File: src/sv/qfas_pkg.sv
// Package for the quad-precision add/sub core: widths, operand class types and
// the front-to-back queue record. No dependencies.
`timescale 1ns / 1ps
package qfas_pkg;
	localparam int SIG_W = 112;
	localparam int EXT_W = 120;
	localparam int EXP_W = 15;
	localparam int DATA_W = 256;
	localparam int QDEPTH = 2;
	localparam logic [EXP_W-1:0] EXP_ONES = 15'h7fff;

	typedef enum logic [1:0] {
		K_NUM,
		K_NAN,
		K_INF
	} kind_t;

	typedef struct packed {
		logic [EXT_W-1:0] sig;
		logic [EXP_W-1:0] exp;
		logic             sign;
		kind_t            kind;
	} opnd_t;

	typedef struct packed {
		opnd_t a;
		opnd_t b;
	} pair_t;

	typedef enum logic [1:0] {
		ST_IDLE,
		ST_ALIGN,
		ST_NORM,
		ST_DONE
	} state_t;
endpackage

File: src/sv/qfas_front.sv
// Front end: unpacks and classifies both operands into a two-entry queue.
// Depends on qfas_pkg.
`timescale 1ns / 1ps
module qfas_front (
	input  logic                  clk,
	input  logic                  arst_n,
	input  logic                  in_valid,
	output logic                  in_ready,
	input  logic [qfas_pkg::DATA_W:0] in_data,
	output logic                  q_valid,
	input  logic                  q_ready,
	output qfas_pkg::pair_t       q_data
);
	import qfas_pkg::*;

	pair_t     mem_q [QDEPTH];
	logic      wp_q, rp_q;
	logic [1:0] cnt_q;

	function automatic opnd_t unpk(input logic [127:0] w, input logic flip);
		opnd_t o;
		logic  z;
		z = (w[SIG_W-1:0] == '0);
		o.sig = {8'd0, w[SIG_W-1:0]};
		o.exp = w[126:112];
		o.sign = w[127] ^ flip;
		o.kind = K_NUM;
		if (o.exp == EXP_ONES) begin
			o.kind = z ? K_INF : K_NAN;
		end else if (o.exp != '0) begin
			o.sig[SIG_W] = 1'b1;
		end else begin
			o.exp = 15'd1;
		end
		return o;
	endfunction

	assign in_ready = (cnt_q != 2'(QDEPTH));
	assign q_valid = (cnt_q != 2'd0);
	assign q_data = mem_q[rp_q];

	always_ff @(posedge clk) begin
		if (in_valid && in_ready) begin
			mem_q[wp_q] <= '{a: unpk(in_data[128:1], 1'b0),
				b: unpk(in_data[256:129], in_data[0])};
		end
	end

	always_ff @(posedge clk or negedge arst_n) begin
		if (!arst_n) begin
			wp_q <= 1'b0;
			rp_q <= 1'b0;
			cnt_q <= 2'd0;
		end else begin
			if (in_valid && in_ready) wp_q <= ~wp_q;
			if (q_valid && q_ready) rp_q <= ~rp_q;
			cnt_q <= cnt_q + 2'(in_valid && in_ready) - 2'(q_valid && q_ready);
		end
	end

	assert property (@(posedge clk) disable iff (!arst_n) cnt_q <= 2'(QDEPTH))
		else $error("queue count overflow");
	assert property (@(posedge clk) disable iff (!arst_n)
		(cnt_q == 2'(QDEPTH)) |-> !in_ready) else $error("ready while full");
	assert property (@(posedge clk) disable iff (!arst_n)
		(cnt_q == 2'd0) |-> !q_valid) else $error("valid while empty");
endmodule

File: src/sv/qfas_back.sv
// Back end: aligns, adds and renormalizes one operand pair at a time.
// Depends on qfas_pkg.
`timescale 1ns / 1ps
module qfas_back (
	input  logic            clk,
	input  logic            arst_n,
	input  logic            q_valid,
	output logic            q_ready,
	input  qfas_pkg::pair_t q_data,
	output logic            out_valid,
	input  logic            out_ready,
	output logic [127:0]    out_data
);
	import qfas_pkg::*;

	state_t           st_q, st_d;
	opnd_t            a_q, b_q;
	logic [7:0]       d_q;
	logic [EXT_W-1:0] s_q;
	logic [16:0]      e_q;
	logic             neg_q;
	logic [127:0]     res_q;
	logic             take;
	logic [EXT_W-1:0] av, bv, sum, mag;
	logic [14:0]      dd;
	logic             nrm_r, nrm_l, nrm_end;

	assign take = q_valid && q_ready;
	assign dd = (q_data.a.exp < q_data.b.exp) ? q_data.b.exp - q_data.a.exp
		: q_data.a.exp - q_data.b.exp;
	assign av = a_q.sign ? -a_q.sig : a_q.sig;
	assign bv = b_q.sign ? -b_q.sig : b_q.sig;
	assign sum = av + bv;
	assign mag = sum[EXT_W-1] ? -sum : sum;
	assign nrm_r = (s_q[EXT_W-1:SIG_W] > 8'd1);
	assign nrm_l = (s_q[EXT_W-1:SIG_W] == 8'd0) && (e_q > 17'd1) && (s_q != '0);
	assign nrm_end = !nrm_r && !nrm_l;

	always_comb begin
		st_d = st_q;
		case (st_q)
			ST_IDLE: if (take) st_d = ST_ALIGN;
			ST_ALIGN: if (d_q == 8'd0) st_d = ST_NORM;
			ST_NORM: if (nrm_end) st_d = ST_DONE;
			ST_DONE: if (out_ready) st_d = ST_IDLE;
			default: st_d = ST_IDLE;
		endcase
	end

	always_comb begin
		q_ready = (st_q == ST_IDLE);
		out_valid = (st_q == ST_DONE);
		out_data = res_q;
	end

	always_ff @(posedge clk) begin
		case (st_q)
			ST_IDLE: if (take) begin
				if (q_data.a.exp < q_data.b.exp) begin
					a_q <= q_data.b;
					b_q <= q_data.a;
				end else begin
					a_q <= q_data.a;
					b_q <= q_data.b;
				end
				d_q <= (dd > 15'(EXT_W)) ? 8'(EXT_W) : dd[7:0];
			end
			ST_ALIGN: if (d_q != 8'd0) begin
				b_q.sig <= b_q.sig >> 1;
				d_q <= d_q - 8'd1;
			end else begin
				s_q <= mag;
				neg_q <= sum[EXT_W-1];
				e_q <= {2'd0, a_q.exp};
			end
			ST_NORM: begin
				if (nrm_r) begin
					s_q <= s_q >> 1;
					e_q <= e_q + 17'd1;
				end else if (nrm_l) begin
					s_q <= s_q << 1;
					e_q <= e_q - 17'd1;
				end
			end
			default: ;
		endcase
		if (st_q == ST_NORM && nrm_end) begin
			if (a_q.kind == K_NAN)
				res_q <= {a_q.sign, EXP_ONES, a_q.sig[SIG_W-1:1], 1'b1};
			else if (b_q.kind == K_NAN)
				res_q <= {b_q.sign, EXP_ONES, b_q.sig[SIG_W-1:1], 1'b1};
			else if (a_q.kind == K_INF && b_q.kind == K_INF)
				res_q <= (a_q.sign != b_q.sign) ?
					{a_q.sign, EXP_ONES, 111'd0, 1'b1} : {a_q.sign, EXP_ONES, 112'd0};
			else if (a_q.kind == K_INF)
				res_q <= {a_q.sign, EXP_ONES, 112'd0};
			else if (b_q.kind == K_INF)
				res_q <= {b_q.sign, EXP_ONES, 112'd0};
			else if (s_q == '0)
				res_q <= '0;
			else if (e_q >= 17'(EXP_ONES))
				res_q <= {neg_q, EXP_ONES, 112'd0};
			else
				res_q <= {neg_q, (s_q[SIG_W] ? e_q[14:0] : 15'd0), s_q[SIG_W-1:0]};
		end
	end

	always_ff @(posedge clk or negedge arst_n) begin
		if (!arst_n) st_q <= ST_IDLE;
		else st_q <= st_d;
	end

	assert property (@(posedge clk) disable iff (!arst_n)
		take |=> (st_q == ST_ALIGN)) else $error("take did not start align");
	assert property (@(posedge clk) disable iff (!arst_n)
		(out_valid && !out_ready) |=> out_valid && $stable(out_data))
		else $error("result dropped");
	assert property (@(posedge clk) disable iff (!arst_n)
		!(q_ready && out_valid)) else $error("overlap");
endmodule

File: src/sv/quad_float_add_sub_core.sv
// Top level of the quad-precision add/sub core; joins qfas_front and qfas_back.
// Flow: the back end's bit-serial shifter takes a new pair only after its last result is accepted.
// Reset: arst_n clears the queue and state machine asynchronously.
// Depends on qfas_pkg, qfas_front, qfas_back.
`timescale 1ns / 1ps
module quad_float_add_sub_core (
	input  logic         clk,
	input  logic         arst_n,
	input  logic         s_axis_tvalid,
	output logic         s_axis_tready,
	input  logic [263:0] s_axis_tdata, // func, a_low, a_high, b_low, b_high, zero pad
	output logic         m_axis_tvalid,
	input  logic         m_axis_tready,
	output logic [127:0] m_axis_tdata  // sum_low, sum_high
);
	import qfas_pkg::*;

	logic  qv, qr;
	pair_t qd;

	qfas_front u_front (
		.clk(clk), .arst_n(arst_n),
		.in_valid(s_axis_tvalid), .in_ready(s_axis_tready),
		.in_data(s_axis_tdata[DATA_W:0]),
		.q_valid(qv), .q_ready(qr), .q_data(qd)
	);

	qfas_back u_back (
		.clk(clk), .arst_n(arst_n),
		.q_valid(qv), .q_ready(qr), .q_data(qd),
		.out_valid(m_axis_tvalid), .out_ready(m_axis_tready),
		.out_data(m_axis_tdata)
	);
endmodule
File: config.mk
export PLATFORM = sky130hd
export DESIGN_NAME = quad_float_add_sub_core
export DESIGN_NICKNAME = d
export VERILOG_FILES = /design/src/sv/qfas_pkg.sv /design/src/sv/qfas_front.sv /design/src/sv/qfas_back.sv /design/src/sv/quad_float_add_sub_core.sv
export SDC_FILE = /design/constraint.sdc
export NUM_CORES = 2
export LEC_CHECK = 0
export BUFFER_PORTS_ARGS = -buffer_cell sky130_fd_sc_hd__buf_2
export CAP_MARGIN = 20
export CORE_UTILIZATION = 60
export DETAILED_ROUTE_END_ITERATION = 8
export HOLD_SLACK_MARGIN = 0.06
export PLACE_DENSITY = 0.75
export SYNTH_ARGS = -nofsm -noshare
export SYNTH_HDL_FRONTEND = slang
export SYNTH_HIERARCHICAL = 1
export SYNTH_SLANG_ARGS = --single-unit
File: constraint.sdc
create_clock -name clk -period 40.5 [get_ports clk]
set_clock_uncertainty 0.1 [all_clocks]
set_input_delay 12.15 -clock clk [delete_from_list [all_inputs] [get_ports clk]]
set_output_delay 12.15 -clock clk [all_outputs]
set_load 0.05 [all_outputs]
======== Word-level counts from Yosys, hierarchy flattened ========
Memories as Yosys holds them, arrays and structs flattened.
Index checks and enable logic that the tools add are counted.
storage, ports and cells
  memories kept ........................... 1
  input bits .............................. 268
  bits in latches ......................... 0
  output and inout port bits .............. 130
  flip-flop bits (word level) ............. 556
  logic and storage cells ................. 140
  memory bits (writable) .................. 524
  bits in read-only memories .............. 0
operators by class
  $lt $le $gt $ge ......................... 5
  bitwise logic cells ..................... 4
  shift-type cells ........................ 0
  div/mod/pow operators ................... 0
  $add $sub $neg .......................... 11
  reductions and logical operators ........ 28
  multiplexer cells ....................... 55
  multiply operators ...................... 0
  equal/unequal tests ..................... 18
memory list
  memory         depth  width  rd ports  clocked after Yosys merged registers in  write ports  line              text
  u_front.mem_q  2      262    1         0                                        1            qfas_front.sv:16  pair_t mem_q [QDEPTH];
operators by type and width
  kind                                                                               count
  120-bit 2-to-1 mux                                                                 7
  128-bit 2-to-1 mux                                                                 6
  120-bit case mux with 2 select lines                                               2
  138-bit 2-to-1 mux                                                                 3
  120-bit negation                                                                   3
  112-bit logical NOT                                                                2
  127-bit 2-to-1 mux                                                                 1
  120-bit adder                                                                      1
  120-bit logical NOT                                                                1
  15-bit 2-to-1 mux                                                                  8
  120-bit nonzero test                                                               1
  17-bit 2-to-1 mux                                                                  3
  17-bit case mux with 2 select lines                                                1
  15-bit == test (second input constant)                                             2
  15-bit nonzero test                                                                2
  15-bit subtractor                                                                  2
  8-bit 2-to-1 mux                                                                   3
  2-bit 2-to-1 mux                                                                   10
  17-bit by 1-bit adder with 17-bit output (second input constant)                   1
  17-bit by 15-bit >= comparator with 1-bit output (second input constant)           1
  17-bit by 1-bit greater-than comparator with 1-bit output (second input constant)  1
  17-bit by 1-bit subtractor with 17-bit output (second input constant)              1
  8-bit logical NOT                                                                  2
  8-bit case mux with 2 select lines                                                 1
  other kinds (25)                                                                   56

======== Longest topological paths before layout ========
  word-level depth ........................ 8
  depth in mapped cells ................... 31

======== By module ========
Netlist, hierarchy kept.
by module, submodules not included
  module      area each (µm²)  cells each  times used
  qfas_back   46971.3          5609        1
  qfas_front  19921.6          978         1

======== Worst setup path before layout ========
No wires, ideal clock.
  kind .................................... in2reg
  from .................................... input port s_axis_tvalid
  to ...................................... memory u_front/mem_q[0][0] in the netlist's numbering (enable)
  stages .................................. 2
  setup slack ............................. 16.387 ns
  library setup time ...................... 0.891 ns
  data arrival time ....................... 23.122 ns
  cells stage by stage .................... nand2_1 nor2_1
on the way
  longest elaborated chain between the ends .. 3
RTL lines
  element                                 line                          text
  start, declared                         quad_float_add_sub_core.sv:9  input logic s_axis_tvalid,
  1-bit logical AND                       qfas_front.sv:43              if (in_valid && in_ready) begin
  1-bit 2-to-1 mux                        qfas_front.sv:43
  1-bit 2-to-1 mux (implied by the code)  qfas_front.sv:44              mem_q[wp_q] <= '{a: unpk(in_data[128:1], 1'b0),
  end, declared                           qfas_front.sv:16
No other way between the ends.

======== Worst setup path after layout ========
  from .................................... input port s_axis_tvalid
  to ...................................... memory u_front/mem_q[0][61] in the netlist's numbering (enable)
Same word-level chain as after synthesis.

==> metrics.txt <==
die width=336 µm; number of global-route vias before repair=53000; Synth async-reset ratio=0.563%; Mapped Avg Cell Area=10.2 µm²; Post-synth EDFFs=1059; global route total overflow=0; Clk pin slew, worst setup/hold paths=60 ps; Final HPWL DP=195000 µm; synthesized instance count=6587; vias=58500; WHS Endpoint=u_front/cnt_q[1]; Slew HR=14.0%; global router's overall resource usage=43.9%; Slew @ Worst Pin=1280 ps; Hold Crit Start=u_front/cnt_q[1]; post-synthesis simple-gate area fraction=17.2%; largest net degree at the start of global routing=132; r2r worst-path depth=24; Syn. warnings=6; Final Max Slew Viols=0; Layout Area Growth over Synthesis=9.81%; Yosys cell types=109; initial drt markers=9696; status=finished, final reports clean; maxcap violations=0; Primary FF master, synth=edfxtp_1; overall routed net length=254000 µm; Worst-Skew Late Latency=750 ps; Required @ worst endpoint=40760 ps; Final Hold Viols=0; Final Cell Area=73500 µm²; wire length on met2=106000 µm; ANT nets after route=0; post-synthesis adder-cell area fraction=3.12%; CTS tree=built; Initial Utilization=60.4%; initial antenna violation count=19; routed length on met3=36900 µm; R2R Path End=u_back/s_q[117]; Setup Fix Bufs, Post-CTS=0; XOR/XNOR Fraction of Synth Area=5.77%; flops & latches, synth=1065; min Tclk post-route=15000 ps; die area=113000 µm²; RSZ-0062 raised after global routing=false; PostCTS Resize Cnt=0; Hold WC Path Type=reg -> reg; worst r2r src=u_back/b_q[29]; Hold Path Stages=1; crit path max fanout=75; Core Rows=122; clock root buffer=clkbuf_16; drt drc=0; M1 WL=97400 µm; Setup CP Type=in -> reg; share of cells above drive strength 1=16.6%; final worst-path cycle share=37.0%; IO Count=398; largest family of logic cells by synthesized area=simple AND/OR/NAND/NOR gates; routability cong.=1.10; Worst EP arrival=15260 ps; Clock Sinks=1065; DIE HEIGHT=336 µm; Final #Nets=7190; CTS buffer count=107; H-tree depth=3; post-synthesis mux area share=8.92%; crit path launch type=input pin; complex-gate fraction of the synthesized area=14.1%; Setup violations, final=0; Setup Total Neg Slack=0 ps; average wire per standard cell=30.4 µm; cts hold-fix bufs=0; crit end category=register; Max Fclk=0.0667 GHz; 1st-pass router iterations=7; register area share after synthesis=47.8%; DP Area=69700 µm²; Port Buffers=390; Core ar.=111000 µm²; Highest Signal Layer=met5; first-pass GRT wire length=360000 µm; slack of the worst reg-to-reg path=29660 ps; CTS max path bufs=3; area of the mapped netlist=66900 µm²; via/cell ratio=7.00
-- final cells by class --
type	instances	area, µm²
tap	1488	1860
fill	8449	37200
clock buffer	128	2770
multi-input combinational	5028	33000
antenna	11	27.5
sequential	1065	32000
clock inverter	73	890
timing repair buffer	470	2590
inverter	85	319
-- cell families after synthesis --
kind of cell	after synthesis
and+or+nand+nor	2359
xor gates and xnor gates	439
muxes	545
AOI/OAI and AO/OA	1506
other	1
adders and majority gates	165
buffers and inverters	507
DFF	1065
-- per-layer routing --
metal,GRT usage (%),vias to the layer above
met2,62.9,4404
met1,61.7,28200
li1,-,25200
met3,12.0,582
met5,0,-
met4,20.2,16
-- worst max path at each step --
stage | start | end | cells after the start
after detailed placement | s_axis_tvalid | u_front/mem_q[0][192] | 6
after CTS | s_axis_tvalid | u_front/mem_q[0][218] | 6
final | s_axis_tvalid | u_front/mem_q[0][61] | 6
after floorplan | s_axis_tvalid | u_front/mem_q[0][0] | 2
after global routing | s_axis_tvalid | u_front/mem_q[0][218] | 6
after global placement | s_axis_tvalid | u_front/mem_q[0][194] | 6
-- worst max-delay path: stages --
cell and delay [ps]:
buf_2 90, nand2_1 150, nor2_4 190, buf_4 830, buf_4 790, buf_4 880
-- stage by stage --
stage	cells	hold WS [ps]	setup WS, ps	util, %
global placement	8129	379	24850	63.0
CTS	8331	400	25580	66.3
floorplan	6600	360	16390	-
detailed placement	8130	391	24830	63.0
finish	8348	407	25500	66.4
global route	8344	411	25410	66.4
-- cell usage after synthesis, drive strengths merged, types with 71 or more instances --
| cell | number | area share (%) |
|---|---|---|
| or3 | 71 | 0.67 |
| mux2 | 408 | 6.9 |
| a31oi | 213 | 2.0 |
| xor2 | 91 | 1.2 |
| ha | 162 | 3.0 |
| nand2 | 838 | 4.7 |
| inv | 84 | 0.47 |
| buf | 113 | 0.92 |
| xnor2 | 347 | 4.5 |
| mux2i | 137 | 2.1 |
| nand4 | 155 | 1.4 |
| a21oi | 356 | 2.7 |
| nor4 | 165 | 1.6 |
| nand3 | 191 | 1.4 |
| o21ai | 446 | 3.3 |
| and3 | 97 | 0.91 |
| nor2 | 452 | 2.5 |
| nor3 | 123 | 0.93 |
| o31ai | 95 | 1.1 |
| edfxtp | 1059 | 48 |
| clkbuf | 307 | 1.7 |
-- cell usage in the layout, fill, tap and decap left out, types with 155 or more instances in the layout --
master / synthesis / final
edfxtp_1: 1059 / 1059
mux2_2: 408 / 408
buf_2: 44 / 391
nand3_1: 190 / 190
nand2_1: 838 / 836
a21oi_1: 353 / 353
ha_1: 162 / 160
nor2_1: 452 / 448
o21ai_0: 422 / 422
a31oi_1: 211 / 210
xnor2_1: 347 / 347
nand4_1: 155 / 155
-- registers in the layout (all words and copies together) (netlist names) --
signal	flops
u_back/a_q	138
u_back/b_q	123
u_back/d_q	8
u_back/e_q	17
u_back/neg_q	1
u_back/out_data	128
u_back/s_q	120
u_back/st_q	2
u_front/cnt_q	2
u_front/mem_q	524
u_front/rp_q	1
u_front/wp_q	1
Power is left out: the tool's default activity adds up to more than one toggle a clock period on the data nets, which glitch-free logic cannot reach.
